$ cat src/hdl/assert_macros.svh
// Assertion macros shared by the integer to radix digit converter.
// Each macro expects signals clk and rst_n in the scope where it is used.
`ifndef ASSERT_MACROS_SVH
`define ASSERT_MACROS_SVH

// Same-cycle implication, checked outside reset
`define ASSERT_IMP(lbl, ante, cons, msg) \
    lbl: assert property (@(posedge clk) disable iff (!rst_n) (ante) |-> (cons)) \
        else $error(msg);

// Next-cycle implication, checked outside reset
`define ASSERT_NXT(lbl, ante, cons, msg) \
    lbl: assert property (@(posedge clk) disable iff (!rst_n) (ante) |=> (cons)) \
        else $error(msg);

`endif

$ cat src/hdl/i2rd_pkg.sv
// Package for the integer to radix digit converter: types, constants, char mapping.
// No dependencies; used by i2rd_cell, int_to_radix_digits, i2rd_checker and tb_top.
package i2rd_pkg;

    localparam int DIGIT_W = 6;
    localparam int CHAR_W  = 7;
    localparam int RADIX_W = 6;

    localparam logic [RADIX_W-1:0] RADIX_MIN   = 6'd2;
    localparam logic [RADIX_W-1:0] RADIX_MAX   = 6'd36;
    localparam logic [RADIX_W-1:0] RADIX_RESET = 6'd10;
    localparam logic [CHAR_W-1:0]  ASCII_ZERO  = 7'd48;
    localparam logic [CHAR_W-1:0]  LETTER_GAP  = 7'd7;
    localparam logic [DIGIT_W-1:0] DECIMAL_TOP = 6'd9;

    // Per-cycle command to every cell of the row
    typedef struct packed {
        logic clear;
        logic convert;
        logic shift;
    } cell_ctl_t;

    // Conversion wave handed from one cell to the next
    typedef struct packed {
        logic act;
        logic carry;
    } cell_link_t;

    typedef enum logic [3:0] {
        ST_IDLE = 4'b0001,
        ST_CONV = 4'b0010,
        ST_SKIP = 4'b0100,
        ST_EMIT = 4'b1000
    } state_t;

    // Digit value to ASCII: 0..9 -> '0'..'9', 10 and up -> 'A' onward
    function automatic logic [CHAR_W-1:0] char_of(input logic [DIGIT_W-1:0] d);
        logic [CHAR_W-1:0] t;
        t = {1'b0, d};
        if (d > DECIMAL_TOP)
        begin
            t = t + LETTER_GAP;
        end
        return t + ASCII_ZERO;
    endfunction

    // Clamp a written radix into 2..36
    function automatic logic [RADIX_W-1:0] clamp_radix(input logic [RADIX_W-1:0] r);
        logic [RADIX_W-1:0] c;
        c = r;
        if (r < RADIX_MIN)
        begin
            c = RADIX_MIN;
        end
        else if (r > RADIX_MAX)
        begin
            c = RADIX_MAX;
        end
        return c;
    endfunction

endpackage

$ cat src/hdl/i2rd_cell.sv
// One digit cell of the converter row: holds one radix digit and a carry.
// Depends on i2rd_pkg. Clears, doubles-and-adds on the passing wave, or shifts up.
module i2rd_cell
    import i2rd_pkg::*;
(
    input  logic               clk,
    input  logic               rst_n,
    input  cell_ctl_t          ctl,
    input  logic [RADIX_W-1:0] radix,
    input  cell_link_t         link_in,
    input  logic [DIGIT_W-1:0] digit_in,
    output cell_link_t         link_out,
    output logic [DIGIT_W-1:0] digit
);

    logic [DIGIT_W-1:0] digit_reg, digit_next;
    cell_link_t         link_reg, link_next;
    logic [DIGIT_W:0]   dbl;
    logic [DIGIT_W:0]   dbl_red;
    logic               over;

    // Double the digit and add the incoming carry; reduce once by the radix
    assign dbl     = {digit_reg, 1'b0} + {{DIGIT_W{1'b0}}, link_in.carry};
    assign over    = (dbl >= {1'b0, radix});
    assign dbl_red = dbl - {1'b0, radix};

    always_comb
    begin
        digit_next = digit_reg;
        link_next  = '0;
        if (ctl.clear)
        begin
            digit_next = '0;
        end
        else if (ctl.convert)
        begin
            if (link_in.act)
            begin
                digit_next     = over ? dbl_red[DIGIT_W-1:0] : dbl[DIGIT_W-1:0];
                link_next.act  = 1'b1;
                link_next.carry = over;
            end
        end
        else if (ctl.shift)
        begin
            digit_next = digit_in;
        end
    end

    // Wave state
    always_ff @(posedge clk or negedge rst_n)
    begin
        if (!rst_n)
        begin
            link_reg <= '0;
        end
        else
        begin
            link_reg <= link_next;
        end
    end

    // Digit payload
    always_ff @(posedge clk)
    begin
        digit_reg <= digit_next;
    end

    assign link_out = link_reg;
    assign digit    = digit_reg;

endmodule

$ cat src/hdl/int_to_radix_digits.sv
// Integer to radix 2..36 ASCII digits, most significant character first.
// Sequence: the input bits cross the cell row as a wave, leading zero cells are skipped,
// then the characters are loaded into the output register. A new value is taken only when
// idle: input stalls from transfer until the last character is loaded.
// Reset: radix 10, idle, output register empty.
module int_to_radix_digits
    import i2rd_pkg::*;
#(
    parameter int VALUE_WIDTH       = 31,
    parameter int DIGIT_STACK_DEPTH = 32
)
(
    input  logic                   clk,
    input  logic                   rst_n,
    input  logic                   radix_wr_en,
    input  logic [RADIX_W-1:0]     radix_wr_data,
    input  logic                   in_valid,
    output logic                   in_stall,
    input  logic [VALUE_WIDTH-1:0] value,
    output logic                   out_valid,
    input  logic                   out_stall,
    output logic [CHAR_W-1:0]      digit_char,
    output logic                   last_digit
);

`include "assert_macros.svh"

    localparam int N          = DIGIT_STACK_DEPTH;
    localparam int CONV_LAST  = VALUE_WIDTH + DIGIT_STACK_DEPTH - 1;
    localparam int CNT_W      = $clog2(CONV_LAST + 1);
    localparam int REM_W      = $clog2(DIGIT_STACK_DEPTH + 1);

    state_t                   state_reg, state_next;
    logic [RADIX_W-1:0]       radix_reg;
    logic [VALUE_WIDTH-1:0]   value_sr_reg, value_sr_next;
    logic [CNT_W-1:0]         conv_cnt_reg, conv_cnt_next;
    logic [REM_W-1:0]         rem_reg, rem_next;
    logic                     ovf_reg, ovf_next;
    logic                     out_valid_reg, out_valid_next;
    logic [CHAR_W-1:0]        digit_char_reg, digit_char_next;
    logic                     last_digit_reg, last_digit_next;

    cell_ctl_t                ctl;
    cell_link_t               link [0:N];
    logic [DIGIT_W-1:0]       digit [0:N-1];
    logic [DIGIT_W-1:0]       top_digit;
    logic                     accept;
    logic                     out_load;
    logic                     skip_cond;

    assign in_stall  = (state_reg != ST_IDLE);
    assign accept    = in_valid && !in_stall;
    assign top_digit = digit[N-1];
    assign out_load  = (state_reg == ST_EMIT) && (!out_valid_reg || !out_stall);
    assign skip_cond = !ovf_reg && (top_digit == '0) && (rem_reg > REM_W'(1));

    // Radix register, clamped on write
    always_ff @(posedge clk or negedge rst_n)
    begin
        if (!rst_n)
        begin
            radix_reg <= RADIX_RESET;
        end
        else if (radix_wr_en)
        begin
            radix_reg <= clamp_radix(radix_wr_data);
        end
    end

    // Feed of the row: input bits MSB first while the wave is entering
    assign link[0].act   = (state_reg == ST_CONV) && (conv_cnt_reg < CNT_W'(VALUE_WIDTH));
    assign link[0].carry = value_sr_reg[VALUE_WIDTH-1];

    // Row commands
    always_comb
    begin
        ctl         = '0;
        ctl.clear   = accept;
        ctl.convert = (state_reg == ST_CONV);
        ctl.shift   = ((state_reg == ST_SKIP) && skip_cond) || out_load;
    end

    // Row of digit cells, least significant digit in cell 0
    genvar gi;
    generate
        for (gi = 0; gi < N; gi++)
        begin : g_cell
            logic [DIGIT_W-1:0] shift_in;
            if (gi == 0)
            begin : g_first
                assign shift_in = '0;
            end
            else
            begin : g_rest
                assign shift_in = digit[gi-1];
            end
            i2rd_cell u_cell (
                .clk      (clk),
                .rst_n    (rst_n),
                .ctl      (ctl),
                .radix    (radix_reg),
                .link_in  (link[gi]),
                .digit_in (shift_in),
                .link_out (link[gi+1]),
                .digit    (digit[gi])
            );
        end
    endgenerate

    // Sequencer
    always_comb
    begin
        state_next      = state_reg;
        value_sr_next   = value_sr_reg;
        conv_cnt_next   = conv_cnt_reg;
        rem_next        = rem_reg;
        ovf_next        = ovf_reg;
        out_valid_next  = out_valid_reg && out_stall;
        digit_char_next = digit_char_reg;
        last_digit_next = last_digit_reg;

        case (state_reg)
            ST_IDLE:
            begin
                if (accept)
                begin
                    state_next    = ST_CONV;
                    value_sr_next = value;
                    conv_cnt_next = '0;
                    rem_next      = REM_W'(N);
                    ovf_next      = 1'b0;
                end
            end
            ST_CONV:
            begin
                value_sr_next = {value_sr_reg[VALUE_WIDTH-2:0], 1'b0};
                conv_cnt_next = conv_cnt_reg + CNT_W'(1);
                // carry out of the top cell means more digits than cells
                ovf_next      = ovf_reg || link[N].carry;
                if (conv_cnt_reg == CNT_W'(CONV_LAST))
                begin
                    state_next = ST_SKIP;
                end
            end
            ST_SKIP:
            begin
                if (skip_cond)
                begin
                    rem_next = rem_reg - REM_W'(1);
                end
                else
                begin
                    state_next = ST_EMIT;
                end
            end
            ST_EMIT:
            begin
                if (out_load)
                begin
                    out_valid_next  = 1'b1;
                    digit_char_next = char_of(top_digit);
                    last_digit_next = (rem_reg == REM_W'(1));
                    rem_next        = rem_reg - REM_W'(1);
                    if (rem_reg == REM_W'(1))
                    begin
                        state_next = ST_IDLE;
                    end
                end
            end
            default:
            begin
                state_next = ST_IDLE;
            end
        endcase
    end

    // Control registers
    always_ff @(posedge clk or negedge rst_n)
    begin
        if (!rst_n)
        begin
            state_reg     <= ST_IDLE;
            conv_cnt_reg  <= '0;
            rem_reg       <= '0;
            ovf_reg       <= 1'b0;
            out_valid_reg <= 1'b0;
        end
        else
        begin
            state_reg     <= state_next;
            conv_cnt_reg  <= conv_cnt_next;
            rem_reg       <= rem_next;
            ovf_reg       <= ovf_next;
            out_valid_reg <= out_valid_next;
        end
    end

    // Payload registers
    always_ff @(posedge clk)
    begin
        value_sr_reg   <= value_sr_next;
        digit_char_reg <= digit_char_next;
        last_digit_reg <= last_digit_next;
    end

    assign out_valid  = out_valid_reg;
    assign digit_char = digit_char_reg;
    assign last_digit = last_digit_reg;

    // Checks
    `ASSERT_IMP(a_wave_gone, state_reg == ST_SKIP || state_reg == ST_EMIT,
                !link[N].act, "conversion wave still in the row while reading digits")
    `ASSERT_IMP(a_digit_range, state_reg == ST_EMIT, top_digit < radix_reg,
                "top digit not below the radix")
    `ASSERT_IMP(a_rem_nonzero, state_reg == ST_SKIP || state_reg == ST_EMIT,
                rem_reg != '0, "no characters left while skipping or emitting")
    `ASSERT_NXT(a_last_to_idle, out_load && rem_reg == REM_W'(1),
                state_reg == ST_IDLE && last_digit_reg, "final character did not end the item")

endmodule

$ cat config.mk
export PLATFORM = sky130hd
export DESIGN_NAME = int_to_radix_digits
export DESIGN_NICKNAME = d
export VERILOG_FILES = /design/src/hdl/i2rd_pkg.sv /design/src/hdl/i2rd_cell.sv /design/src/hdl/int_to_radix_digits.sv
export VERILOG_INCLUDE_DIRS = /design/src /design/src/hdl
export SDC_FILE = /design/constraint.sdc
export NUM_CORES = 1
export LEC_CHECK = 0
export BUFFER_PORTS_ARGS = -buffer_cell sky130_fd_sc_hd__buf_4
export CAP_MARGIN = 10
export CORE_ASPECT_RATIO = 0.75
export CORE_MARGIN = 2
export CORE_UTILIZATION = 54
export CTS_CLUSTER_SIZE = 12
export DETAILED_ROUTE_END_ITERATION = 12
export GPL_TIMING_DRIVEN = 0
export PLACE_DENSITY = 0.68
export SKIP_CTS_REPAIR_TIMING = 1
export SLEW_MARGIN = 20
export SYNTH_ARGS = -nofsm -noshare
export SYNTH_HDL_FRONTEND = slang
export SYNTH_SLANG_ARGS = --single-unit
$ cat constraint.sdc
create_clock -name clk -period 6.75 [get_ports clk]
set_input_delay 0.3375 -clock clk [delete_from_list [all_inputs] [get_ports clk]]
set_output_delay 0.3375 -clock clk [all_outputs]
set_load 0.01 [all_outputs]
## Yosys cells after proc, flatten, opt, wreduce, memory -nomap -nowiden

Cells that the tools add are included.

| storage, ports and cells | value |
|---|---|
| bits in registers | 318 |
| bits in latches | 0 |
| memory bits (writable) | 0 |
| memory bits (read-only) | 0 |
| bits of input ports | 42 |
| output and inout port bits | 10 |
| word-level logic and storage cells | 555 |
| memories kept | 0 |

| operators by class | value |
|---|---|
| $add $sub $neg | 68 |
| multiply operators | 0 |
| div/mod/pow operators | 0 |
| order comparisons | 37 |
| equality and inequality tests | 45 |
| shifts and indexed selects | 0 |
| muxes and demuxes | 247 |
| bitwise operators | 0 |
| reductions and logical operators | 54 |

Operator list:

| kind | number |
|---|---|
| $mux 6 | 134 |
| $add 7x1->7 | 32 |
| $ge 7x6->1 | 32 |
| $sub 6x6->6 | 32 |
| $mux 2 | 93 |
| $ne 2x1->1 const B | 34 |
| $reduce_and 2->1 | 34 |
| $pmux 31 s2 | 1 |
| $mux 31 | 1 |
| $mux 7 | 3 |
| $mux 4 | 5 |
| $pmux 6 s3 | 1 |
| $pmux 4 s4 | 1 |
| $pmux 6 s2 | 1 |
| $ne 2x2->1 const B | 4 |
| $add 6x3->7 const B | 1 |
| $add 7x6->7 const B | 1 |
| $logic_and 1x1->1 | 7 |
| $add 6x1->6 const B | 1 |
| $eq 6x1->1 const B | 1 |
| $eq 6x6->1 const B | 1 |
| $gt 6x1->1 const B | 1 |
| $gt 6x4->1 const B | 1 |
| $gt 6x6->1 const B | 1 |
| 17 further kinds | 28 |

## Depth between registers and ports, before layout

| logic depth | value |
|---|---|
| word-level depth | 7 |
| depth in mapped cells | 11 |
| depth with buffers taken out | 10 |

## Cells and area by module

A second synthesis with hierarchy kept.

| unflattened totals | value |
|---|---|
| cells, all modules | 3043 |
| area total of the unflattened synthesis | 26605.5 um2 |

Modules (own cells, without submodules):

| module | instances | cells an instance | area an instance (um2) | sequential area each (um2) |
|---|---|---|---|---|
| i2rd_cell at g_cell[19].u_cell ... | 17 | 87 | 753.2 | 170.2 |
| i2rd_cell at g_cell[0].u_cell ... | 15 | 84 | 716.9 | 170.2 |
| int_to_radix_digits | 1 | 304 | 3046.7 | 1775.5 |

## Least setup slack after synthesis

OpenSTA, ideal clock, no wires.

| timing path | value |
|---|---|
| kind | register to register |
| start point | register radix_reg[1] |
| end point | register g_cell[22].u_cell.digit_reg[0] |
| library setup time | 60 ps |
| arrival time | 4013 ps |
| data required time | 6690 ps |
| path slack | 2677 ps |
| stages on the path, launching flop included | 9 |
| path buffers | 0 |
| clock period less this slack | 4073 ps |
| cells stage by stage | dfstp_2 inv_1 ha_1 nand2_1 o21ai_0 a41oi_1 mux2_2 o21ai_0 o311a_1 |

| between the ends | value |
|---|---|
| cells in the longest elaborated chain, start to end | 4 |

Ends and longest elaborated chain:

| element | line | text |
|---|---|---|
| start, declared | int_to_radix_digits.sv:34 | `logic [RADIX_W-1:0] radix_reg;` |
| start signal, assigned | int_to_radix_digits.sv:66 | `radix_reg <= clamp_radix(radix_wr_data);` |
| $ge 7x6->1 | i2rd_cell.sv:24 | `assign over = (dbl >= {1'b0, radix});` |
| $mux 6 | i2rd_cell.sv:39 | `digit_next = over ? dbl_red[DIGIT_W-1:0] : dbl[DIGIT_W-1:0];` |
| $mux 6 | i2rd_cell.sv:37 | `if (link_in.act)` |
| $mux 6 | i2rd_cell.sv:35 | `else if (ctl.convert)` |
| end signal, assigned | i2rd_cell.sv:66 | `digit_reg <= digit_next;` |
| end, declared | i2rd_cell.sv:16 | `logic [DIGIT_W-1:0] digit_reg, digit_next;` |

Every way passes these cells. The select of a mux whose other input is x is not followed.
A chain may end at the register's enable or synchronous reset.

## Final worst setup path

| timing path | value |
|---|---|
| start point | register state_reg[3] |
| end point | register value_sr_reg[6], enable pin |

| between the ends | value |
|---|---|
| cells in the longest elaborated chain, start to end | 5 |
| elaborated cells between the ends (all ways) | 8 |
| those cells by class | eq/ne: 4; reduce/logical: 4 |

Ends and longest elaborated chain:

| element | line | text |
|---|---|---|
| start, declared | int_to_radix_digits.sv:33 | `state_t state_reg, state_next;` |
| start signal, assigned | int_to_radix_digits.sv:190 | `state_reg <= state_next;` |
| $ne 4x1->1 | int_to_radix_digits.sv:51 | `assign in_stall = (state_reg != ST_IDLE);` |
| $logic_not 1->1 | int_to_radix_digits.sv:52 | `assign accept = in_valid && !in_stall;` |
| $logic_and 1x1->1 | int_to_radix_digits.sv:52 |  |
| $ne 2x2->1 (no line) | - |  |
| $reduce_and 2->1 (no line) * | - |  |
| end signal, assigned | int_to_radix_digits.sv:201 | `value_sr_reg <= value_sr_next;` |
| end, declared | int_to_radix_digits.sv:35 | `logic [VALUE_WIDTH-1:0] value_sr_reg, value_sr_next;` |

Every way passes the cells marked *; elsewhere a longest branch is shown, timed or not.

==> qor.json <==
{
  "tritoncts_buffer_count": 36,
  "crit_path_max_fanout": 32,
  "io_buffer_count": 50,
  "floorplan.initialDensity": 0.5493,
  "worst_hold_path_type": "in -> reg",
  "floorplan.rows": 64,
  "drive_gt1_frac": 0.08767,
  "unrepaired_setup_endpoints_after_global_routing": "false",
  "actual_transition_at_the_worst_max_transition_pin_ns": 1.288,
  "synth_top_area_frac": 0.1707,
  "synth_top_cells_by_area": "dfxtp_1 (17%), ha_1 (11%), dfrtp_1 (9.3%)",
  "power.static_leakage_nw": 11.04,
  "ys_dominant_reg_cell": "dfxtp_1",
  "areaGrowthSynthToFinish_pct": 10.73,
  "flip_flop_count_of_the_largest_register_after_layout": 192,
  "worstSetupStartpointType": "flop",
  "path_clk_slew_ns": 0.06,
  "detailedPlace.worstSlack_ns": 2.144,
  "layout_commonest_cell": "nand2_1",
  "vias": 21860,
  "antenna_found_initial": 6,
  "finalSetupViolations": 0,
  "drt-pass1-iter-count": 6,
  "final_min_period_over_clock_period": 0.7154,
  "num-nets-final": 2974,
  "setup_slack_ns": 1.921,
  "die-area_mm2": 0.04338,
  "finalWorstPathRequiredPeriod_ns": 4.829,
  "synth-seq-cells": 318,
  "io_pins": 52,
  "hold_viol": 0,
  "whs_ns": 0.02459,
  "cp.arrival_ns": 5.00,
  "fmax_mhz": 207.1,
  "first_global_vias": 20470,
  "core_area_mm2": 0.04100,
  "p_per_area_mw_per_mm2": 460.2,
  "drtIter0Drc": 2626,
  "synth.avg_cell_area_um2": 8.649,
  "floorplan.die.width_um": 239.8,
  "clk_latency_ns": 0.55,
  "htreeDepth": 2,
  "worst_ir_drop_vdd_mv": 0.2490,
  "synthesis.instances": 2604,
  "run_status": "finished, final reports clean",
  "first_pass_grt_wire_length_mm": 125.3,
  "grt_use_total": 0.3821,
  "final_max_slew_viol_count": 0,
  "tritoncts_num_sinks": 318,
  "critPathCaptureType": "flop",
  "syn_nets": 2878,
  "critical_path_class": "reg -> reg",
  "place_hpwl_mm": 57.85,
  "max_cap_viol_count": 0,
  "synth-edff-count": 39,
  "fin_skew_ns": 0.01234,
  "post_synth_instance_area_mm2": 0.02252,
  "wirelength_mm": 83.27,
  "timing.max_slew.rel_slack": 0.1411,
  "layout.core_utilization": 0.6083,
  "filler_cell_count": 3635,
  "layout.cells.most_common_list": "nand2_1 (224), a21oi_1 (208), ha_1 (200)",
  "wl_per_cell_um": 25.30,
  "place.gp.congestion": 1.003,
  "vias_per_cell": 6.641,
  "yosysWarnings": 0,
  "cts_tree": "yes",
  "critPathRequiredTime_ns": 6.92,
  "cts_max_path_buffers": 3,
  "chipHeight_um": 180.9,
  "yosys.area.top_type": "dfxtp_1",
  "grt.overflow.total": 0,
  "cts_root_buf": "clkbuf_16",
  "drt.antenna.violating_nets": 0,
  "pwr_total_w": 0.01148,
  "grt_start_max_net_pins": 88,
  "drc": 0,
  "synth_seq_area_share": 0.3195,
  "fin_setup_tns_ns": 0,
  "asyncSetResetFlopFracSynth": 0.2736,
  "synth.lib_cells_used.distinct": 78
}
[stage by stage]
step | cell area [µm²] | std cells
2_1_floorplan | 22520 | 2604
3_3_place_gp | 23600 | 3215
3_5_place_dp | 23760 | 3222
4_1_cts | 24920 | 3286
5_1_grt | 24930 | 3287
6_report | 24940 | 3291
[area by class of cell]
cell class / count / area [µm²] / share of cell area
Inverter: 146 / 555.5 / 0.02227
Buffer: 106 / 451.7 / 0.01811
Antenna cell: 4 / 10.01 / 0.0004013
Clock inverter: 8 / 37.54 / 0.001505
Tap cell: 561 / 701.9 / 0.02814
Timing Repair Buffer: 58 / 526.8 / 0.02112
Multi-Input combinational cell: 2034 / 14340 / 0.5749
Sequential cell: 318 / 7199 / 0.2887
Clock buffer: 56 / 1119 / 0.04485
[where the power goes]
| part | internal (W) | switching, W | leakage, nW |
|---|---|---|---|
| sequential | 0.00245 | 0.000626 | 3.11 |
| combinational | 0.00250 | 0.00392 | 7.35 |
| clock | 0.00114 | 0.000844 | 0.576 |
[synth_stat cells (all sizes together) (34+ instances only)]
cell / count
xor2: 44
edfxtp: 39
nand3: 73
nor2: 191
a211oi: 40
ha: 200
o21ai: 191
nor2b: 49
a21o: 66
clkbuf: 65
nor3: 40
a31oi: 44
a21oi: 209
mux2i: 77
xnor2: 50
nand2: 224
buf: 41
dfxtp: 192
a31o: 45
dfrtp: 84
mux2: 34
inv: 144
[worst paths after layout]
check | from | to | slack (ns) | cells after the start
worst max-delay path | state_reg[3] | value_sr_reg[6] | 1.92 | 6
worst min-delay path | radix_wr_data[0] | radix_reg[0] | 0.02 | 3
worst max register to register | state_reg[3] | value_sr_reg[6] | 1.92 | 6
worst min register to register | g_cell[24].u_cell.link_out[1] | g_cell[25].u_cell.link_out[1] | 0.49 | 2
max in group asynchronous | rst_n | radix_reg[0] | 5.43 | 2
min in group asynchronous | rst_n | g_cell[24].u_cell.link_out[0] | 0.50 | 2
[logic make-up after synthesis]
| kind of cell | share of synthesized area |
|---|---|
| compound gates | 0.2578 |
| xor+xnor | 0.03655 |
| mux | 0.05122 |
| simple gates | 0.1513 |
| fa+ha+maj | 0.1395 |
| flops | 0.3195 |
| buf+inv | 0.04411 |
[critical path: stages (launching register included)]
cell and delay [ns]:
dfrtp_1 0.43, nor4b_1 0.78, clkbuf_1 0.92, clkbuf_1 0.82, buf_1 0.74, nor2_1 0.18
inv_2 0.56
[routing by layer]
layer	vias up	GRT usage	routed length [µm]
met3	226	0.1323	10720
met5	-	0	13
met2	1232	0.5334	32940
li1	9881	-	-
met1	10510	0.5388	36260
met4	2	0.1476	3331
No activity file was read; power rests on OpenSTA's default activity.
